<file path="src/rtl/core/cld_pkg.sv">
`default_nettype none
package cld_pkg;

   localparam int PREFIX_LEN = 16;

   // Header line prefix, one byte per position.
   localparam logic [7:0] PREFIX [PREFIX_LEN] = '{
      8'h43, 8'h6F, 8'h6E, 8'h74, 8'h65, 8'h6E, 8'h74, 8'h2D,
      8'h4C, 8'h65, 8'h6E, 8'h67, 8'h74, 8'h68, 8'h3A, 8'h20
   };

   localparam logic [7:0] CHAR_CR = 8'h0D;
   localparam logic [7:0] CHAR_LF = 8'h0A;

   typedef enum logic [1:0] {
      KIND_BODY  = 2'd0,
      KIND_EMPTY = 2'd1,
      KIND_ERROR = 2'd2
   } kind_type;

   // One received byte with its character class.
   typedef struct packed {
      logic [7:0] data;
      logic       is_cr;
      logic       is_lf;
      logic       is_digit;
      logic       is_ws;
      logic       is_sign;
      logic       is_minus;
   } class_type;

   // A CR that turned out not to end the line.
   localparam class_type CR_CLASS = '{
      data: CHAR_CR, is_cr: 1'b1, is_lf: 1'b0, is_digit: 1'b0,
      is_ws: 1'b1, is_sign: 1'b0, is_minus: 1'b0
   };

   typedef struct packed {
      kind_type   kind;
      logic [7:0] body_byte;
      logic       last;
   } result_type;

endpackage
`default_nettype wire

</file>
<file path="src/rtl/core/cld_fifo.sv">
`default_nettype none
module cld_fifo #(
   parameter int WIDTH = 8,
   parameter int DEPTH = 2
) (
   input  wire logic             clock,
   input  wire logic             reset,
   input  wire logic             push,
   input  wire logic [WIDTH-1:0] wdata,
   output logic                  full,
   input  wire logic             pop,
   output logic [WIDTH-1:0]      rdata,
   output logic                  empty
);
   localparam int AW = (DEPTH > 1) ? $clog2(DEPTH) : 1;
   localparam int CW = $clog2(DEPTH + 1);

   logic [WIDTH-1:0] store_ff [DEPTH];
   logic [AW-1:0]    wr_ptr_ff, wr_ptr_in;
   logic [AW-1:0]    rd_ptr_ff, rd_ptr_in;
   logic [CW-1:0]    count_ff, count_in;
   logic             do_push, do_pop;

   assign full    = (count_ff == CW'(DEPTH));
   assign empty   = (count_ff == '0);
   assign do_push = push && !full;
   assign do_pop  = pop && !empty;
   assign rdata   = store_ff[rd_ptr_ff];

   always_comb begin
      wr_ptr_in = wr_ptr_ff;
      rd_ptr_in = rd_ptr_ff;
      count_in  = count_ff;
      if (do_push) begin
         wr_ptr_in = (wr_ptr_ff == AW'(DEPTH - 1)) ? '0 : wr_ptr_ff + 1'b1;
      end
      if (do_pop) begin
         rd_ptr_in = (rd_ptr_ff == AW'(DEPTH - 1)) ? '0 : rd_ptr_ff + 1'b1;
      end
      if (do_push && !do_pop) begin
         count_in = count_ff + 1'b1;
      end else if (do_pop && !do_push) begin
         count_in = count_ff - 1'b1;
      end
   end

   always_ff @(posedge clock) begin
      if (reset) begin
         wr_ptr_ff <= '0;
         rd_ptr_ff <= '0;
         count_ff  <= '0;
      end else begin
         wr_ptr_ff <= wr_ptr_in;
         rd_ptr_ff <= rd_ptr_in;
         count_ff  <= count_in;
      end
   end

   always_ff @(posedge clock) begin
      if (do_push) begin
         store_ff[wr_ptr_ff] <= wdata;
      end
   end

endmodule
`default_nettype wire

</file>
<file path="src/rtl/core/cld_front.sv">
`default_nettype none
module cld_front (
   input  wire logic [7:0]         rx_byte,
   output cld_pkg::class_type      byte_class
);
   import cld_pkg::*;

   always_comb begin
      byte_class.data     = rx_byte;
      byte_class.is_cr    = (rx_byte == CHAR_CR);
      byte_class.is_lf    = (rx_byte == CHAR_LF);
      byte_class.is_digit = (rx_byte >= 8'h30) && (rx_byte <= 8'h39);
      // space, or tab through CR
      byte_class.is_ws    = (rx_byte == 8'h20) || ((rx_byte >= 8'h09) && (rx_byte <= 8'h0D));
      byte_class.is_sign  = (rx_byte == 8'h2B) || (rx_byte == 8'h2D);
      byte_class.is_minus = (rx_byte == 8'h2D);
   end

endmodule
`default_nettype wire

</file>
<file path="src/rtl/core/cld_back.sv">
`default_nettype none
module cld_back #(
   parameter int LEN_BITS = 24
) (
   input  wire logic                clock,
   input  wire logic                reset,
   input  wire logic                in_valid,
   input  wire cld_pkg::class_type  in_class,
   output logic                     in_take,
   input  wire logic                out_full,
   output logic                     out_valid,
   output cld_pkg::result_type      out_result
);
   import cld_pkg::*;

   typedef enum logic [1:0] {
      PH_HEADER,
      PH_SKIP,
      PH_BODY,
      PH_HALT
   } phase_type;

   typedef enum logic [1:0] {
      NUM_WS,
      NUM_SIGN,
      NUM_DIGITS,
      NUM_DONE
   } num_type;

   typedef struct packed {
      logic [4:0]      pos;
      logic            bad;
      num_type         nphase;
      logic            neg;
      logic [LEN_BITS:0] acc;
   } line_type;

   localparam line_type LINE_RESET = '{
      pos: '0, bad: 1'b0, nphase: NUM_WS, neg: 1'b0, acc: '0
   };
   localparam logic [LEN_BITS+4:0] GROWN_MAX = (LEN_BITS+5)'({LEN_BITS{1'b1}});
   localparam logic [LEN_BITS:0]   ACC_LIMIT = {1'b1, {LEN_BITS{1'b0}}};

   // Advance the header line parse by one byte.
   function automatic line_type line_step(line_type s, class_type c);
      line_type            n;
      logic [LEN_BITS+4:0] grown;
      n     = s;
      grown = '0;
      if (s.pos < 5'd16) begin
         if (c.data != PREFIX[s.pos[3:0]]) begin
            n.bad = 1'b1;
         end
      end else begin
         unique case (s.nphase)
            NUM_WS: begin
               if (c.is_ws) begin
                  n.nphase = NUM_WS;
               end else if (c.is_sign) begin
                  n.neg    = c.is_minus;
                  n.nphase = NUM_SIGN;
               end else if (!c.is_digit) begin
                  n.bad    = 1'b1;
                  n.nphase = NUM_DONE;
               end
            end
            NUM_SIGN: begin
               if (!c.is_digit) begin
                  n.bad    = 1'b1;
                  n.nphase = NUM_DONE;
               end
            end
            NUM_DIGITS: begin
               if (!c.is_digit) begin
                  n.nphase = NUM_DONE;
               end
            end
            NUM_DONE: begin
               n.nphase = NUM_DONE;
            end
         endcase
         if (c.is_digit && (s.nphase != NUM_DONE)) begin
            n.nphase = NUM_DIGITS;
            grown = ((LEN_BITS+5)'(s.acc) << 3) + ((LEN_BITS+5)'(s.acc) << 1)
                  + (LEN_BITS+5)'(c.data[3:0]);
            n.acc = (grown > GROWN_MAX) ? ACC_LIMIT : grown[LEN_BITS:0];
         end
      end
      if (s.pos < 5'd17) begin
         n.pos = s.pos + 5'd1;
      end
      return n;
   endfunction

   phase_type           phase_ff, phase_in;
   logic                cr_seen_ff, cr_seen_in;
   line_type            line_ff, line_in;
   logic                skip_ff, skip_in;
   logic [LEN_BITS-1:0] left_ff, left_in;
   logic [LEN_BITS-1:0] left_dec;
   logic                line_fails;

   assign in_take  = in_valid && !out_full;
   assign left_dec = left_ff - 1'b1;
   assign line_fails = (line_ff.pos < 5'd16) || line_ff.bad
                    || (line_ff.nphase == NUM_WS) || (line_ff.nphase == NUM_SIGN)
                    || (line_ff.neg && (line_ff.acc != '0)) || line_ff.acc[LEN_BITS];

   always_comb begin
      phase_in   = phase_ff;
      cr_seen_in = cr_seen_ff;
      line_in    = line_ff;
      skip_in    = skip_ff;
      left_in    = left_ff;
      out_valid  = 1'b0;
      out_result = '{kind: KIND_BODY, body_byte: 8'h00, last: 1'b0};
      if (in_take) begin
         unique case (phase_ff)
            PH_HEADER: begin
               if (!cr_seen_ff) begin
                  if (in_class.is_cr) begin
                     cr_seen_in = 1'b1;
                  end else begin
                     line_in = line_step(line_ff, in_class);
                  end
               end else begin
                  cr_seen_in = 1'b0;
                  if (!in_class.is_lf) begin
                     // lone CR: both bytes belong to the line
                     line_in = line_step(line_step(line_ff, CR_CLASS), in_class);
                  end else if (line_fails) begin
                     phase_in        = PH_HALT;
                     out_valid       = 1'b1;
                     out_result.kind = KIND_ERROR;
                  end else begin
                     left_in  = line_ff.acc[LEN_BITS-1:0];
                     skip_in  = 1'b0;
                     phase_in = PH_SKIP;
                  end
               end
            end
            PH_SKIP: begin
               if (!skip_ff) begin
                  skip_in = 1'b1;
               end else begin
                  skip_in    = 1'b0;
                  line_in    = LINE_RESET;
                  cr_seen_in = 1'b0;
                  if (left_ff == '0) begin
                     phase_in        = PH_HEADER;
                     out_valid       = 1'b1;
                     out_result.kind = KIND_EMPTY;
                  end else begin
                     phase_in = PH_BODY;
                  end
               end
            end
            PH_BODY: begin
               left_in              = left_dec;
               out_valid            = 1'b1;
               out_result.body_byte = in_class.data;
               if (left_dec == '0) begin
                  out_result.last = 1'b1;
                  phase_in        = PH_HEADER;
                  line_in         = LINE_RESET;
                  cr_seen_in      = 1'b0;
               end
            end
            PH_HALT: begin
               phase_in = PH_HALT;
            end
         endcase
      end
   end

   always_ff @(posedge clock) begin
      if (reset) begin
         phase_ff   <= PH_HEADER;
         cr_seen_ff <= 1'b0;
         line_ff    <= LINE_RESET;
         skip_ff    <= 1'b0;
         left_ff    <= '0;
      end else begin
         phase_ff   <= phase_in;
         cr_seen_ff <= cr_seen_in;
         line_ff    <= line_in;
         skip_ff    <= skip_in;
         left_ff    <= left_in;
      end
   end

endmodule
`default_nettype wire

</file>
<file path="src/rtl/core/content_length_deframer.sv">
`default_nettype none
// Content-length deframer: takes one received byte per request and strips
// "Content-Length: N" header lines (CR LF terminated), skips the two bytes
// after a good header line and then passes N body bytes out as results, the
// last one flagged by rsp_last. A zero length yields one empty-message result
// (kind 1) instead; a malformed, negative or oversized length yields one
// framing-error result (kind 2), after which input is still taken but dropped
// until reset. Requests sustain one byte per cycle as long as results are
// popped at the same rate. A byte is classified on entry and lands in a
// two-entry queue; the parser takes one byte per cycle from that queue while
// the result queue is not full and writes any result into a two-entry result
// queue. A result thus passes through the request queue and then the result
// queue before it shows on the rsp_ ports and can be popped. req_full rises
// only when the result queue backs up into the parser and the request queue
// fills. The header length accepted is up to 2^LEN_BITS - 1.
module content_length_deframer #(
   parameter int LEN_BITS = 24
) (
   input  wire logic       clock,
   input  wire logic       reset,
   input  wire logic       req_push,
   output logic            req_full,
   input  wire logic [7:0] req_rx_byte,
   output logic            rsp_empty,
   input  wire logic       rsp_pop,
   output logic [1:0]      rsp_kind,
   output logic [7:0]      rsp_body_byte,
   output logic            rsp_last
);
   import cld_pkg::*;

   class_type  req_class;
   class_type  queued_class;
   logic       queue_empty;
   logic       parser_take;
   logic       rsp_queue_full;
   logic       result_valid;
   result_type result;
   result_type rsp_head;

   // Classify the incoming byte.
   cld_front u_front (
      .rx_byte    (req_rx_byte),
      .byte_class (req_class)
   );

   // Hold classified bytes until the parser can take them.
   cld_fifo #(
      .WIDTH ($bits(class_type)),
      .DEPTH (2)
   ) u_req_queue (
      .clock (clock),
      .reset (reset),
      .push  (req_push),
      .wdata (req_class),
      .full  (req_full),
      .pop   (parser_take),
      .rdata (queued_class),
      .empty (queue_empty)
   );

   // Parse headers and stream bodies; advance only when a result has room.
   cld_back #(
      .LEN_BITS (LEN_BITS)
   ) u_back (
      .clock      (clock),
      .reset      (reset),
      .in_valid   (!queue_empty),
      .in_class   (queued_class),
      .in_take    (parser_take),
      .out_full   (rsp_queue_full),
      .out_valid  (result_valid),
      .out_result (result)
   );

   // Hold results until the consumer pops them.
   cld_fifo #(
      .WIDTH ($bits(result_type)),
      .DEPTH (2)
   ) u_rsp_queue (
      .clock (clock),
      .reset (reset),
      .push  (result_valid),
      .wdata (result),
      .full  (rsp_queue_full),
      .pop   (rsp_pop),
      .rdata (rsp_head),
      .empty (rsp_empty)
   );

   assign rsp_kind      = rsp_head.kind;
   assign rsp_body_byte = rsp_head.body_byte;
   assign rsp_last      = rsp_head.last;

endmodule
`default_nettype wire
</file>
<file path="config.mk">
export PLATFORM = sky130hd
export DESIGN_NAME = content_length_deframer
export DESIGN_NICKNAME = d
export VERILOG_FILES = /design/src/rtl/core/cld_pkg.sv /design/src/rtl/core/cld_fifo.sv /design/src/rtl/core/cld_front.sv /design/src/rtl/core/cld_back.sv /design/src/rtl/core/content_length_deframer.sv
export SDC_FILE = /design/constraint.sdc
export NUM_CORES = 1
export LEC_CHECK = 0
export ABC_CLOCK_PERIOD_IN_PS = 11160
export BUFFER_PORTS_ARGS = -buffer_cell sky130_fd_sc_hd__buf_2
export CORE_MARGIN = 3
export CORE_UTILIZATION = 45
export CTS_BUF_LIST = sky130_fd_sc_hd__clkbuf_4
export DETAILED_ROUTE_END_ITERATION = 10
export SLEW_MARGIN = 15
export SYNTH_ARGS = -nofsm -noshare
export SYNTH_HDL_FRONTEND = slang
export SYNTH_SLANG_ARGS = --single-unit
</file>
<file path="constraint.sdc">
create_clock -name clock -period 11.16 [get_ports clock]
set_input_delay 1.116 -clock clock [delete_from_list [all_inputs] [get_ports clock]]
set_output_delay 1.116 -clock clock [all_outputs]
set_load 0.02 [all_outputs]
</file>
==> implementation parameters <==
Parameter                              Value

Pwr
  Areal power density over the cells    162.7 nW/um^2
  Comb power frac    37.0%
  Static leakage power    3.468 nW
  Sw Pwr    0.5831 mW
  Power consumption    1.430 mW
  Proportion of power drawn by the clock network    22.9%
  Relative contribution of sequential cells to total power    40.2%
  Internal power    0.8474 mW
  Sw frac    40.76%
  VDD IR-drop max    0.1124 mV

Placed design
  Pre-CTS WS    6.302 ns
  Half-perimeter wire length after placement    14670 um
  Placed cell count    1134
  Placer's final routability congestion estimate    0.8430
  Number of I/O port buffers    24

Global routing
  Number of antenna violations at the first check in global routing    1
  First-pass GRT wire length    33550 um
  Vias in the first global route    6374
  Pin count of the biggest net entering global routing    70
  GRT Residual Overflow    0
  Total routing resource utilization after global routing    20.65%

STA
  Final count of hold timing violations    0
  Unrepaired setup endpoints after global routing    false
  Maximum achievable frequency    204.2 MHz
  Max-slew violation count    0
  Minimum setup slack in the final design    6.263 ns
  Setup violators final    0
  Shortest period the worst path allows    4.897 ns
  Worst Clk Skew    0.02469 ns
  Fraction of the cycle the final worst path needs    43.88%
  Worst Tran Pin Value    0.9746 ns
  Setup tns final    0 ns
  Headroom to the max-slew limit    34.89%

Routing
  Remaining routing DRC violations    0
  Avg Vias per Cell    5.997
  Detail-routed net length per standard cell    17.30 um
  Total number of vias    7004
  Total wire length after detailed routing    20200 um
  Number of DRC violations after detailed-routing iteration 0    469
  Detailed-router iteration count before antenna repair    5
  Routed Antenna Nets    0

Critical path
  Kind of critical path    flip-flop to flip-flop
  Largest fanout on the critical path    24
  Slack of the worst reg-to-reg path    6.26 ns
  Terminus of the critical flop-to-flop path    u_back.line_ff[9]$_SDFFE_PP0P_
  R2R depth    12
  Timing endpoint of the critical path    u_back.line_ff[9]$_SDFFE_PP0P_
  Critical Path Sink Type    flip-flop
  Required time reported for the critical path endpoint    11.65 ns
  Startpoint type of the worst setup path    flip-flop
  Arr. time, crit path    5.39 ns

Finish
  Final core utilization    49.96%
  Fill cell instance count of the final layout    1730
  # nets final    1006
  Layout overhead on the synthesized area    6.487%
  Share of cells above drive strength 1    10.73%
  Layout Cells excl Fill    1168

Worst hold path
  Hold WC Path Type    flip-flop to flip-flop
  Worst Min Path Start    u_back.line_ff[28]$_SDFFE_PP0P_

Clocking
  CTS Hold Buffers Added    0
  # clock sinks    122
  Number of H-tree levels    4
  CTS clk-pin slew, worst paths    0.12 ns
  Clk buf depth    2
  CTS buffer count    17
  Worst-skew pair later-pin latency    0.56 ns
  TritonCTS clock tree    done
  Master cell of the clock root buffer    clkbuf_4
  Number of buffers inserted to repair setup after CTS    0
  Post-cts sizing count    0

Yosys
  Mux share of post-synthesis cell area    3.850%
  Xor-xnor portion of the synthesized cell area    4.244%
  Post-synthesis share of cell area spent on and, or, nand and nor gates    19.58%
  Flops & latches, synth    122
  Largest family of logic cells by synthesized area    compound AO/OA/AOI/OAI gates
  Mean Syn Cell Area    8.848 um^2
  Number of unique standard cell types used by synthesis    83
  Post-synthesis share of cell area spent on full adders, half adders and majority gates    10.18%
  Number of synthesized flops with an enable pin    50
  Post-synth net total    1011
  Async set-or-reset flop fraction in the synthesized netlist    0%
  Synthesized instance count    933
  Fraction of the mapped netlist area in compound gates    22.25%
  Top_reg_cell synth    dfxtp_1
  Area of the mapped netlist    8255 um^2
  Warning count from the yosys run    0
  Sequential area share after synthesis    35.65%

Floorplanning
  Initial core utilization    46.91%
  Die area    20010 um^2
  Placeable core area    17600 um^2
  Cell row count    48
  Vert. Die Dim    141.4 um
  Ports    25
  Chip Width    141.4 um

Outcome
  Status    completed

Job
  Maximum Capacitance Violations    0
-- registers in the layout (all words and copies together), names as in the netlist, named ones only --
register	cells
u_back.left_ff	24
u_back.cr_seen_ff	1
u_req_queue.wr_ptr_ff	1
u_req_queue.rd_ptr_ff	1
u_req_queue.store_ff	28
u_back.line_ff	34
u_back.skip_ff	1
u_rsp_queue.rd_ptr_ff	1
u_rsp_queue.store_ff	22
u_back.phase_ff	2
u_req_queue.count_ff	2
u_rsp_queue.wr_ptr_ff	1
u_rsp_queue.count_ff	2
-- critical path, cell delays in order, from the launching register on --
cell,delay (ns)
dfxtp_1,0.87
mux2_2,0.47
fa_1,0.51
inv_1,0.06
fa_1,0.46
nor2b_1,0.18
o2111a_1,0.24
o2111ai_1,0.13
nand3_1,0.22
a41oi_1,0.15
a211oi_1,0.39
o2111a_1,0.86
a32o_1,0.28
-- layout by cell type (no fill, tap or decap), types with 6 or more instances in the layout --
cell type  instances
a211oi_1          24
a21o_1             6
a21oi_1           74
a22o_1            25
and3_1             6
buf_2             24
buf_4              7
clkbuf_4          17
dfxtp_1           72
edfxtp_1          50
ha_1              63
inv_1             33
mux2_2            14
mux2i_1           16
nand2_1           87
nand3_1           12
nand4_1           20
nand4b_1           6
nor2_1            81
nor2b_1           14
nor3_1            16
nor4_1            13
o211ai_1           8
o21a_1             9
o21ai_0           52
o22ai_1           10
o31ai_1            7
or3_1             11
or4_1              6
xnor2_1           26
xor2_1            14
-- through the flow --
stage | hold slack, ns | instance area, um^2
CTS | 0.5142 | 8786
global route | 0.5381 | 8791
global placement | 0.4840 | 8494
finish | 0.5191 | 8791
floorplan | 0.4625 | 8255
detailed placement | 0.4930 | 8494
-- cells by family after synthesis --
group / count (synthesis)
mux: 30
simple gates: 312
fa+ha+maj: 66
compound gates: 274
xor+xnor: 40
flops: 122
buf+inv: 89
-- how the worst min path moves through the flow --
| stage | endpoint | slack [ns] | depth (start not counted) |
|---|---|---|---|
| 3_5_place_dp | u_back.line_ff[28]$_SDFFE_PP0P_ | 0.49 | 2 |
| 3_3_place_gp | u_req_queue.rd_ptr_ff$_SDFFE_PP0P_ | 0.48 | 2 |
| 4_1_cts | u_back.line_ff[28]$_SDFFE_PP0P_ | 0.51 | 2 |
| 5_1_grt | u_back.line_ff[28]$_SDFFE_PP0P_ | 0.54 | 2 |
| 6_report | u_back.line_ff[28]$_SDFFE_PP0P_ | 0.52 | 2 |
| 2_1_floorplan | u_back.line_ff[25]$_SDFFE_PP0P_ | 0.46 | 1 |
-- per-layer routing --
| layer | share of wire (%) | global-route usage [%] | up-vias | wire length, um |
|---|---|---|---|---|
| li1 | - | - | 3513 | - |
| met1 | 52 | 31.32 | 3333 | 10540 |
| met2 | 43 | 30.32 | 142 | 8677 |
| met3 | 3.6 | 3.775 | 16 | 730 |
| met4 | 1.2 | 5.152 | 0 | 250 |
| met5 | 0 | 0 | - | 0 |
-- Yosys cell counts, types with 5 or more instances --
| library cell | n | area share (%) |
|---|---|---|
| o31ai_1 | 7 | 0.64 |
| a22o_1 | 25 | 2.7 |
| nand2b_1 | 5 | 0.38 |
| mux2i_1 | 16 | 1.9 |
| mux2_2 | 14 | 1.9 |
| nor2_1 | 81 | 3.7 |
| nor2b_1 | 14 | 1.1 |
| or3_1 | 11 | 0.83 |
| o211ai_1 | 8 | 0.73 |
| nor3_1 | 17 | 1.0 |
| a211oi_1 | 24 | 2.2 |
| ha_1 | 64 | 9.7 |
| nand4_1 | 20 | 1.5 |
| or4_1 | 6 | 0.55 |
| o21ai_0 | 52 | 3.2 |
| edfxtp_1 | 50 | 18 |
| a21o_1 | 6 | 0.55 |
| xor2_1 | 14 | 1.5 |
| nand4b_1 | 6 | 0.64 |
| o22ai_1 | 10 | 0.76 |
| nor4_1 | 13 | 0.99 |
| dfxtp_1 | 72 | 17 |
| xnor2_1 | 26 | 2.8 |
| clkbuf_1 | 42 | 1.9 |
| nand3_1 | 12 | 0.73 |
| a21oi_1 | 74 | 4.5 |
| o21a_1 | 9 | 0.82 |
| inv_1 | 33 | 1.5 |
| buf_2 | 6 | 0.36 |
| o21bai_1 | 5 | 0.45 |
| buf_1 | 5 | 0.23 |
| and3_1 | 6 | 0.45 |
| a31oi_1 | 5 | 0.38 |
| nand2_1 | 87 | 4.0 |
-- power groups by stage --
stage                     clock [mW]  combinational, mW  sequential [mW]
after CTS                      0.335              0.528            0.574
after floorplan                    0              0.427            0.550
after detailed placement           0              0.525            0.585
final                          0.328              0.529            0.574
after global placement             0              0.526            0.584
after global routing           0.359              0.591            0.584
-- layout make-up --
cell class / instances / area, um^2 / share of cell area, %
timing repair buffer: 31 / 172.7 / 1.964
clock inverter: 15 / 163.9 / 1.865
antenna: 2 / 5.005 / 0.05693
tap: 225 / 281.5 / 3.202
clock buffer: 17 / 127.6 / 1.452
sequential: 122 / 2943 / 33.48
multi-input combinational: 722 / 4970 / 56.53
inverter: 34 / 127.6 / 1.452
(Power assumes the default switching activity.)
